`src/hw/rtl/itrb_pkg.sv`:
```
// Package for the in-order task retire buffer: sizes, codes and item types.
// Used by hw/rtl/in_order_task_retire_buffer.sv; depends on nothing else.
`default_nettype none

package itrb_pkg;

  localparam int MAX_SLOTS   = 32;
  localparam int HANDLE_BITS = 16;
  localparam int RESULT_CAP  = 32;

  localparam int SLOT_W = $clog2(MAX_SLOTS);
  localparam int CNT_W  = $clog2(MAX_SLOTS + 1);
  localparam int SUM_W  = CNT_W + 1;
  localparam int REM_W  = $clog2(RESULT_CAP);

  localparam int APB_AW = 3;
  localparam int APB_DW = 32;

  localparam logic [APB_AW-1:0] REG_TASK_COUNT_ADDR = 3'd0;
  localparam logic [CNT_W-1:0]  TASK_COUNT_RESET    = CNT_W'(MAX_SLOTS);

  localparam logic [1:0] MODE_RESTART = 2'd0;
  localparam logic [1:0] MODE_REQUEST = 2'd1;
  localparam logic [1:0] MODE_SUBMIT  = 2'd2;

  typedef enum logic [1:0] {
    ST_WAIT = 2'd0,
    ST_PEND = 2'd1,
    ST_DONE = 2'd2
  } slot_st_e;

  typedef enum logic [5:0] {
    S_IDLE   = 6'b000001,
    S_DECODE = 6'b000010,
    S_SCAN   = 6'b000100,
    S_FIRST  = 6'b001000,
    S_READ   = 6'b010000,
    S_EMIT   = 6'b100000
  } state_e;

  typedef struct packed {
    logic [1:0]             mode;
    logic [SLOT_W-1:0]      first_slot;
    logic [CNT_W-1:0]       slot_run;
    logic [HANDLE_BITS-1:0] work_handle;
  } in_item_t;

  typedef struct packed {
    logic                   granted;
    logic [SLOT_W-1:0]      granted_slot;
    logic                   handle_valid;
    logic [HANDLE_BITS-1:0] released_handle;
    logic                   last;
    logic [CNT_W-1:0]       finished_slots;
    logic                   all_finished;
  } out_item_t;

endpackage

`default_nettype wire

```
`src/hw/rtl/in_order_task_retire_buffer.sv`:
```
// Top level of the in-order task retire buffer: slot table, retire walker and APB register.
// Depends on itrb_pkg for sizes, codes and the item structs.
`default_nettype none

// The block hands out task slots in order and releases finished work handles strictly in
// slot order. One item comes in on the in_* valid/ready channel; one or more result items
// leave on the out_* channel, the final one of each input marked by last. Every result
// carries the finished slot count and the all-finished flag after the whole input.
// The APB port holds one register, task_count, at byte address 0; write it only while idle.
// Rate: the block takes one item at a time and in_ready_o is high only when idle.
// A restart, a request, a held (pending) submit or an ignored submit has its result loaded
// into the output register from the decode state, and the block then returns to idle.
// A releasing submit first scans the pending runs to find the final count, then offers the
// handle of the input item, and then for each stored handle reads the handle memory in
// S_READ and loads the output register in S_EMIT.
// After reset all slots read as not finished with zero length, both counters are zero and
// task_count is 32; the handle memory is not cleared and only written entries are read.
// A stalled receiver simply holds the output register: the sequencer waits in its decode,
// first or emit state until the waiting result is taken, so nothing is lost or repeated.
module in_order_task_retire_buffer
  import itrb_pkg::*;
(
  input  wire logic              clk_i,
  input  wire logic              rst_ni,
  // input channel
  input  wire logic              in_valid_i,
  output logic                   in_ready_o,
  input  wire in_item_t          in_data_i,
  // output channel
  output logic                   out_valid_o,
  input  wire logic              out_ready_i,
  output out_item_t              out_data_o,
  // configuration port
  input  wire logic              psel,
  input  wire logic              penable,
  input  wire logic              pwrite,
  input  wire logic [APB_AW-1:0] paddr,
  input  wire logic [APB_DW-1:0] pwdata,
  output logic [APB_DW-1:0]      prdata,
  output logic                   pready
);

  // Control and bookkeeping registers.
  state_e           state_q, state_d;
  logic [CNT_W-1:0] task_count_q;
  logic [CNT_W-1:0] disp_q, disp_d;
  logic [CNT_W-1:0] rel_q, rel_d;
  logic [CNT_W-1:0] idx_q, idx_d;
  logic [CNT_W-1:0] end_q, end_d;
  logic [CNT_W-1:0] fin_q, fin_d;
  logic [REM_W-1:0] rem_q, rem_d;
  logic             out_valid_q, out_valid_d;

  // Payload registers.
  in_item_t               in_q;
  out_item_t              out_q, out_d;
  logic                   out_load;
  logic [HANDLE_BITS-1:0] hrd_q;

  // Slot table: status and run length live in flops, handles in a memory.
  slot_st_e               status_q [MAX_SLOTS];
  logic [CNT_W-1:0]       len_q    [MAX_SLOTS];
  logic [HANDLE_BITS-1:0] handle_mem [MAX_SLOTS];

  // Requests from the sequencer to the slot table.
  logic             clr_all;
  logic             pend_wr;
  logic             mark_en;
  slot_st_e         mark_st;
  logic [SUM_W-1:0] mark_lo, mark_hi;

  logic             in_accept;
  logic             out_free;
  logic [CNT_W-1:0] cnt;
  logic [SLOT_W-1:0] rd_addr;
  slot_st_e         rd_st;
  logic [CNT_W-1:0] rd_len;
  logic [SUM_W-1:0] sub_end;
  logic [SUM_W-1:0] nxt;
  logic             walk_ok;
  logic             cfg_wr;

  // ---------------------------------------------------------------------------------------
  // Configuration register.
  // ---------------------------------------------------------------------------------------
  assign pready = 1'b1;
  assign cfg_wr = psel && penable && pwrite && pready && !paddr[APB_AW-1];

  always_ff @(posedge clk_i or negedge rst_ni) begin
    if (!rst_ni) begin
      task_count_q <= TASK_COUNT_RESET;
    end else if (cfg_wr) begin
      task_count_q <= pwdata[CNT_W-1:0];
    end
  end

  always_comb begin
    prdata = '0;
    if (paddr == REG_TASK_COUNT_ADDR) begin
      prdata = APB_DW'(task_count_q);
    end
  end

  // Counts above the table size behave as the full table.
  assign cnt = (task_count_q > CNT_W'(MAX_SLOTS)) ? CNT_W'(MAX_SLOTS) : task_count_q;

  // ---------------------------------------------------------------------------------------
  // Handshakes and shared read port of the slot table.
  // ---------------------------------------------------------------------------------------
  assign in_ready_o  = (state_q == S_IDLE);
  assign in_accept   = in_valid_i && in_ready_o;
  assign out_free    = !out_valid_q || out_ready_i;
  assign out_valid_o = out_valid_q;
  assign out_data_o  = out_q;

  // While decoding, the slot just before the range is checked; afterwards the walker index.
  assign rd_addr = (state_q == S_DECODE) ? (in_q.first_slot - SLOT_W'(1)) : idx_q[SLOT_W-1:0];
  assign rd_st   = status_q[rd_addr];
  assign rd_len  = len_q[rd_addr];

  assign sub_end = SUM_W'(in_q.first_slot) + SUM_W'(in_q.slot_run);
  assign nxt     = SUM_W'(idx_q) + SUM_W'(rd_len);

  // The walk continues into the next run only if it is a sound pending run inside the count
  // and the result cap is not yet reached.
  assign walk_ok = (rem_q != REM_W'(RESULT_CAP - 1)) && (idx_q < cnt) && (rd_st == ST_PEND)
                   && (rd_len != '0) && (nxt <= SUM_W'(cnt));

  // ---------------------------------------------------------------------------------------
  // Sequencer.
  // ---------------------------------------------------------------------------------------
  always_comb begin
    state_d     = state_q;
    disp_d      = disp_q;
    rel_d       = rel_q;
    idx_d       = idx_q;
    end_d       = end_q;
    fin_d       = fin_q;
    rem_d       = rem_q;
    out_valid_d = out_valid_q && !out_ready_i;
    out_load    = 1'b0;
    out_d       = '0;
    out_d.last  = 1'b1;
    out_d.finished_slots = rel_q;
    clr_all     = 1'b0;
    pend_wr     = 1'b0;
    mark_en     = 1'b0;
    mark_st     = ST_DONE;
    mark_lo     = '0;
    mark_hi     = '0;

    unique case (state_q)
      S_IDLE: begin
        if (in_accept) begin
          state_d = S_DECODE;
        end
      end

      S_DECODE: begin
        if (out_free) begin
          state_d = S_IDLE;
          if (in_q.mode == MODE_RESTART) begin
            clr_all  = 1'b1;
            disp_d   = '0;
            rel_d    = '0;
            out_load = 1'b1;
            out_d.finished_slots = '0;
          end else if (in_q.mode == MODE_REQUEST) begin
            out_load = 1'b1;
            if (disp_q < cnt) begin
              out_d.granted      = 1'b1;
              out_d.granted_slot = disp_q[SLOT_W-1:0];
              mark_en = 1'b1;
              mark_st = ST_WAIT;
              mark_lo = SUM_W'(disp_q);
              mark_hi = SUM_W'(disp_q) + SUM_W'(1);
              disp_d  = disp_q + CNT_W'(1);
            end
          end else if (in_q.mode == MODE_SUBMIT) begin
            if ((in_q.slot_run == '0) || (sub_end > SUM_W'(cnt))) begin
              // Range is empty or runs past the task count: ignored.
              out_load = 1'b1;
            end else if ((in_q.first_slot != '0) && (rd_st != ST_DONE)) begin
              // Predecessor not released yet: hold the range as pending.
              out_load = 1'b1;
              pend_wr  = 1'b1;
              mark_en  = 1'b1;
              mark_st  = ST_PEND;
              mark_lo  = SUM_W'(in_q.first_slot);
              mark_hi  = sub_end;
            end else begin
              // Releasable: find how far the pending runs reach before emitting anything.
              state_d = S_SCAN;
              idx_d   = sub_end[CNT_W-1:0];
              end_d   = sub_end[CNT_W-1:0];
              fin_d   = sub_end[CNT_W-1:0];
              rem_d   = '0;
            end
          end else begin
            out_load = 1'b1;
          end
          out_valid_d = out_load ? 1'b1 : out_valid_d;
          if (out_load) begin
            out_d.all_finished = (out_d.finished_slots >= cnt);
          end
        end
      end

      S_SCAN: begin
        if (walk_ok) begin
          idx_d = nxt[CNT_W-1:0];
          fin_d = nxt[CNT_W-1:0];
          rem_d = rem_q + REM_W'(1);
        end else begin
          state_d = S_FIRST;
        end
      end

      S_FIRST: begin
        if (out_free) begin
          out_load    = 1'b1;
          out_valid_d = 1'b1;
          out_d.handle_valid    = 1'b1;
          out_d.released_handle = in_q.work_handle;
          out_d.last            = (rem_q == '0);
          out_d.finished_slots  = fin_q;
          out_d.all_finished    = (fin_q >= cnt);
          rel_d   = fin_q;
          mark_en = 1'b1;
          mark_lo = SUM_W'(in_q.first_slot);
          mark_hi = SUM_W'(end_q);
          idx_d   = end_q;
          state_d = (rem_q == '0) ? S_IDLE : S_READ;
        end
      end

      S_READ: begin
        // The handle memory read at idx_q lands in hrd_q at this edge.
        state_d = S_EMIT;
      end

      S_EMIT: begin
        if (out_free) begin
          out_load    = 1'b1;
          out_valid_d = 1'b1;
          out_d.handle_valid    = 1'b1;
          out_d.released_handle = hrd_q;
          out_d.last            = (rem_q == REM_W'(1));
          out_d.finished_slots  = fin_q;
          out_d.all_finished    = (fin_q >= cnt);
          mark_en = 1'b1;
          mark_lo = SUM_W'(idx_q);
          mark_hi = nxt;
          idx_d   = nxt[CNT_W-1:0];
          rem_d   = rem_q - REM_W'(1);
          state_d = (rem_q == REM_W'(1)) ? S_IDLE : S_READ;
        end
      end

      default: begin
        state_d = S_IDLE;
      end
    endcase
  end

  always_ff @(posedge clk_i or negedge rst_ni) begin
    if (!rst_ni) begin
      state_q     <= S_IDLE;
      disp_q      <= '0;
      rel_q       <= '0;
      idx_q       <= '0;
      end_q       <= '0;
      fin_q       <= '0;
      rem_q       <= '0;
      out_valid_q <= 1'b0;
    end else begin
      state_q     <= state_d;
      disp_q      <= disp_d;
      rel_q       <= rel_d;
      idx_q       <= idx_d;
      end_q       <= end_d;
      fin_q       <= fin_d;
      rem_q       <= rem_d;
      out_valid_q <= out_valid_d;
    end
  end

  always_ff @(posedge clk_i) begin
    if (in_accept) begin
      in_q <= in_data_i;
    end
    if (out_load) begin
      out_q <= out_d;
    end
  end

  // ---------------------------------------------------------------------------------------
  // Slot table.
  // ---------------------------------------------------------------------------------------
  always_ff @(posedge clk_i or negedge rst_ni) begin
    if (!rst_ni) begin
      for (int i = 0; i < MAX_SLOTS; i++) begin
        status_q[i] <= ST_WAIT;
        len_q[i]    <= '0;
      end
    end else if (clr_all) begin
      for (int i = 0; i < MAX_SLOTS; i++) begin
        status_q[i] <= ST_WAIT;
        len_q[i]    <= '0;
      end
    end else begin
      // Range marking compares every slot index against the bounds at once.
      for (int i = 0; i < MAX_SLOTS; i++) begin
        if (mark_en && (SUM_W'(i) >= mark_lo) && (SUM_W'(i) < mark_hi)) begin
          status_q[i] <= mark_st;
        end
      end
      if (pend_wr) begin
        len_q[in_q.first_slot] <= in_q.slot_run;
      end
    end
  end

  always_ff @(posedge clk_i) begin
    if (pend_wr) begin
      handle_mem[in_q.first_slot] <= in_q.work_handle;
    end
    hrd_q <= handle_mem[idx_q[SLOT_W-1:0]];
  end

endmodule

`default_nettype wire

```
`config.mk`:
```
export PLATFORM = sky130hd
export DESIGN_NAME = in_order_task_retire_buffer
export DESIGN_NICKNAME = d
export VERILOG_FILES = /design/src/hw/rtl/itrb_pkg.sv /design/src/hw/rtl/in_order_task_retire_buffer.sv
export SDC_FILE = /design/constraint.sdc
export NUM_CORES = 1
export LEC_CHECK = 0
export BUFFER_PORTS_ARGS = -buffer_cell sky130_fd_sc_hd__buf_2
export CAP_MARGIN = 15
export CORE_AREA = 10 10 298 300
export DETAILED_ROUTE_END_ITERATION = 6
export DIE_AREA = 0 0 308 310
export GPL_TIMING_DRIVEN = 0
export PLACE_DENSITY_LB_ADDON = 0.1
export SYNTH_ARGS = -nofsm -noshare
export SYNTH_HDL_FRONTEND = slang
export SYNTH_SLANG_ARGS = --single-unit
```
`constraint.sdc`:
```
create_clock -name clk_i -period 13.5 [get_ports clk_i]
set_input_delay 3.375 -clock clk_i [delete_from_list [all_inputs] [get_ports clk_i]]
set_output_delay 3.375 -clock clk_i [all_outputs]
set_load 0.02 [all_outputs]
```
# Yosys cells after proc, flatten, opt, wreduce, memory -nomap -nowiden
# Memory sizes are Yosys's and may differ from the RTL's. A register that Yosys moved wholly into a read port is not among the register bits.
# Index checks and enable logic that the tools add are counted.
[word_totals]
register_bits = 364
mem_bits_rw = 512
in_bits = 71
out_inout_bits = 66
word_cells = 486
mem_count = 1
[memory_table]
columns = ["name", "depth", "word_bits", "read_ports", "rd_clocked_by_memory_dff", "wr", "line_no", "rtl"]
rows = [
  ["handle_mem", 32, 16, 1, 1, 1, "in_order_task_retire_buffer.sv:63", "logic [HANDLE_BITS-1:0] handle_mem [MAX_SLOTS];"],
]
[op_classes]
addsub = 7
magnitude_cmp = 74
eq_ne = 23
muxes = 153
n_bitwise = 9
reduce_logical = 135
[ops]
columns = ["cell", "n"]
rows = [
  ["$mux 192", 2],
  ["$bwmux 192", 1],
  ["$mux 6", 30],
  ["$ge 5x7->1 const A", 16],
  ["$lt 5x7->1 const A", 16],
  ["$mux 2", 42],
  ["$mux 7", 12],
  ["$logic_and 1x1->1", 75],
  ["$mux 5", 15],
  ["$reduce_bool 2->1", 37],
  ["$mux 64", 1],
  ["$pmux 7 s3", 3],
  ["$ge 4x7->1 const A", 8],
  ["$lt 4x7->1 const A", 8],
  ["$mux 25", 2],
  ["$pmux 18 s2", 1],
  ["$pmux 6 s6", 1],
  ["$bmux 6 s5", 1],
  ["$demux 6 s5", 1],
  ["$ge 3x7->1 const A", 4],
  ["$lt 3x7->1 const A", 4],
  ["$mux 1", 28],
  ["$pmux 6 s2", 2],
  ["$pmux 6 s4", 1],
  ["other kinds (55)", 90],
]

# Logic depth before layout (Yosys ltp)
[logic_depth]
word_depth = 20
mapped_depth = 30
depth_no_buf = 26

# Worst setup path after synthesis
# No wires, ideal clock.
[synth_path]
path_type = "input-to-output"
startpoint = "in paddr[1]"
endpoint = "out prdata[0]"
t_arrival_ns = 3.956
required_time_ns = 10.125
setup_slack_ns = 6.169
cell_stages = 2
path_buffers = 0
path_cell_list = "nor3_1 > and2_1"
[synth_between]
elab_chain_cells = 2
[synth_rtl]
columns = ["element", "line_no", "rtl"]
rows = [
  ["start, declared", "in_order_task_retire_buffer.sv:37", "input wire logic [APB_AW-1:0] paddr,"],
  ["$logic_not 3->1", "in_order_task_retire_buffer.sv:99", "if (paddr == REG_TASK_COUNT_ADDR) begin"],
  ["$mux 6", "in_order_task_retire_buffer.sv:99", ""],
  ["end, declared", "in_order_task_retire_buffer.sv:39", "output logic [APB_DW-1:0] prdata,"],
]
# No other way between the ends.

# Worst setup path in the final report
[layout_path]
startpoint = "reg in_q[22] (netlist bit)"
endpoint = "reg idx_q[0]"
[layout_between]
elab_chain_cells = 12
elab_cells_between_ends = 35
classes_between = "add/sub (3); order compare (2); eq/ne (5); mux (16); bitwise (1); reduce/logical (8)"
[layout_rtl]
columns = ["element", "line_no", "rtl"]
rows = [
  ["start, declared", "in_order_task_retire_buffer.sv:55", "in_item_t in_q;"],
  ["start signal, assigned", "in_order_task_retire_buffer.sv:290", "in_q <= in_data_i;"],
  ["parallel branches: the longest is 12 deep, another holds $add 6x6->7", "n/a", ""],
  ["end signal, assigned", "in_order_task_retire_buffer.sv:280", "idx_q <= idx_d;"],
  ["end, declared", "in_order_task_retire_buffer.sv:48", "logic [CNT_W-1:0] idx_q, idx_d;"],
]
# Several ways; the timed one is not identified. The select of a mux whose other input is x is not followed.
# A chain may end at the register's enable or synchronous reset.

==> impl_metrics.tcl <==
set metrics [dict create \
    status "completed" \
    synthMuxAreaShare_pct 17.14 \
    clk_pin_slew_ns 0.06 \
    ctsResizeCount 0 \
    synth_top_family_by_area "multiplexers" \
    cts_hold_buf 0 \
    nets 3296 \
    avgSynthCellArea_um2 14.19 \
    dpl-instance-area_mm2 0.04372 \
    p_seq_share_pct 35.9 \
    ys_ff_latch 892 \
    top_layer "met4" \
    overflow 0 \
    syn_inst 2896 \
    p_sw_share_pct 36.20 \
    post-route-min-period_ns 10.13 \
    portBuffers 83 \
    clock-sinks 892 \
    peakVddDrop_mv 0.1338 \
    vias_per_cell 6.309 \
    hpwl_um 94540 \
    htreeDepth 3 \
    die-area_mm2 0.09548 \
    finalWirelength_um 130000 \
    ios 137 \
    drtPass1Iterations 6 \
    cpPeakStageDelay_ns 0.82 \
    worst_setup_path_start_kind "register" \
    detail-route-antenna-nets 0 \
    pre_cts_ws_ns 3.735 \
    antenna_cells 0 \
    wl_met3_um 9394 \
    required_ns 14.06 \
    crit_type "reg -> reg" \
    critPathBufInv 7 \
    syn_to_final_growth_pct 14.96 \
    synth_top_area_share_pct 41.79 \
    design_area_mm2 0.04725 \
    max_freq_mhz 98.74 \
    tightest_slew_ns 1.230 \
    synth_area_mm2 0.04110 \
    antenna_found_initial 2 \
    report.final.slew_viol_count 0 \
    start_util_pct 49.58 \
    routedWlPerCell_um 30.04 \
    synthArstFlopShare_pct 34.08 \
    internal_power_mw 5.967 \
    max_cap_viol_count 0 \
    die_w_um 308 \
    synth_edf_count 572 \
    clock_skew_ns 0.04726 \
    p_per_area_mw_per_mm2 197.9 \
    drive_gt1_share_pct 19.74 \
    cp.arrival_ns 10.69 \
    synth_most_common_cell "edfxtp_1" \
    ys_top_cells_by_area "edfxtp_1, dfrtp_1, mux4_2" \
    instances_no_fill 4328 \
    rows 106 \
    die_h_um 310 \
    synth-main-ff-cell "edfxtp_1" \
    wl_met1_um 52570 \
    route.detailed.drc 0 \
    ys_top_cells_by_count "edfxtp_1, dfrtp_1, nor2_1" \
    grt_pass1_wl_um 190400 \
    synth_adder_area_share_pct 1.772 \
    cts_tree "built" \
    yosysSeqAreaShare_pct 61.08 \
    final.setup.tns_ns 0 \
    cts_setup_buffers 0 \
    grt_setup_unrepaired "false" \
    yosys.area_share.simple_pct 8.648 \
    core-area_mm2 0.08289 \
    cts-root-buf "clkbuf_16" \
    cts_buffers 95 \
    hold_viol_final 0 \
    synth_xor_area_share_pct 0.2983 \
    track_usage_pct 27.24 \
    synth_top_area_cell "edfxtp_1" \
    leakage_nw 19.62 \
    max-clock-path-buffers 3 \
    placed_cells 4137 \
    synth_cell_types 106 \
    holdWs_ns 0.4857 \
    p_comb_share_pct 35.0 \
    vias 27305 \
    grt_pass1_vias 27621 \
    slowest_stage "a2111oi_4" \
    place_congestion 0.9665 \
    slew_headroom_pct 17.97 \
    wl_met2_um 62220 \
    drt-initial-drc-count 3016 \
    final.setup.worst_slack_ns 3.372 \
    fillers 6588 \
    end_kind "register" \
    min_path_type "reg -> reg" \
    clock_latency_ns 0.69 \
    clockPowerShare_pct 29.1 \
    period_share_pct 75.02 \
    yosys_warnings 0 \
    grt_max_degree 115 \
    p_sw_mw 3.386 \
    crit_family "compound AO/OA/AOI/OAI gates" \
    setup_viol_count_final 0 \
    crit_path_max_fanout 10 \
    synth-compound-area-share_pct 8.259 \
]
## cell type report
class	count	area (µm²)	area share [%]
tap	1080	1351	2.860
clock inverter	52	651.9	1.380
buffer	213	1007	2.132
inverter	36	135.1	0.2860
sequential	892	25110	53.13
multi-input combinational	1796	15100	31.96
timing repair buffer	134	1284	2.717
clock buffer	125	2613	5.529
## through the flow
step	util [%]	total power, mW
2_1_floorplan	-	5.392
3_3_place_gp	51.90	6.524
3_5_place_dp	52.74	6.587
4_1_cts	56.68	9.310
5_1_grt	57.00	9.713
6_report	57.00	9.353
## power groups by stage
stage	Clock [mW]	Sequential, mW	Combinational, mW
floorplan	0	3.35	2.05
global placement	0	3.43	3.09
detailed placement	0	3.43	3.15
CTS	2.76	3.38	3.17
global route	2.87	3.38	3.46
finish	2.72	3.36	3.27
## final timing paths
check / cells past startpoint / slack (ns) / start / end
max reg2reg: 30 / 3.37 / in_q[22]$_DFFE_PP_ / idx_q[0]$_DFFE_PN0P_
min in group asynchronous: 1 / 2.73 / rst_ni / rem_q[1]$_DFFE_PN0P_
min: 1 / 0.49 / len_q[189]$_DFFE_PN0P_ / len_q[189]$_DFFE_PN0P_
max: 30 / 3.37 / in_q[22]$_DFFE_PP_ / idx_q[0]$_DFFE_PN0P_
min reg2reg: 1 / 0.49 / len_q[189]$_DFFE_PN0P_ / len_q[189]$_DFFE_PN0P_
max in group asynchronous: 2 / 9.62 / rst_ni / len_q[25]$_DFFE_PN0P_
## sequential cells by signal, indices dropped and copies added (netlist names)
signal and flops:
hrd_q 16, len_q 192, status_q 64, in_q 29
rel_q 6, fin_q 6, idx_q 6, rem_q 5
handle_mem 512, state_q 6, out_valid_o 1, out_data_o 31
task_count_q 6, end_q 6, disp_q 6
## cells in the final DEF (no fill, tap or decap), types with 14 or more instances in the layout
master and instances:
a211oi_1 34, a21o_1 19, a21oi_1 64, a22o_1 28, a22oi_1 18, a31oi_1 14
and2_1 33, and3_1 36, buf_1 22, buf_2 104, buf_4 33, buf_6 14
buf_8 34, clkbuf_1 149, clkbuf_16 97, clkinv_1 14, clkinv_2 16, conb_1 43
dfrtp_1 302, dfxtp_1 16, edfxtp_1 572, ha_1 55, inv_1 34, mux2_1 18
mux2_2 23, mux2i_1 243, mux4_2 183, nand2_1 228, nand3_1 37, nand4_1 41
nor2_1 247, nor2_2 33, nor2b_1 14, nor3_1 24, o211ai_1 16, o21ai_0 82
## metal layers
layer / up-vias / global-route usage, %
met4: 0 / 11.44
met5: - / 0
met1: 14111 / 36.52
li1: 11644 / -
met3: 267 / 4.044
met2: 1283 / 44.27
## kinds of logic (layout without fill, tap and decap cells)
family	after synthesis	count (layout)
flops	892	892
fa+ha+maj	57	57
buf+inv	249	560
simple gates	762	762
xor+xnor	14	14
compound gates	451	451
other cells	2	43
mux	469	469
Power figures use the tool's default switching activity.
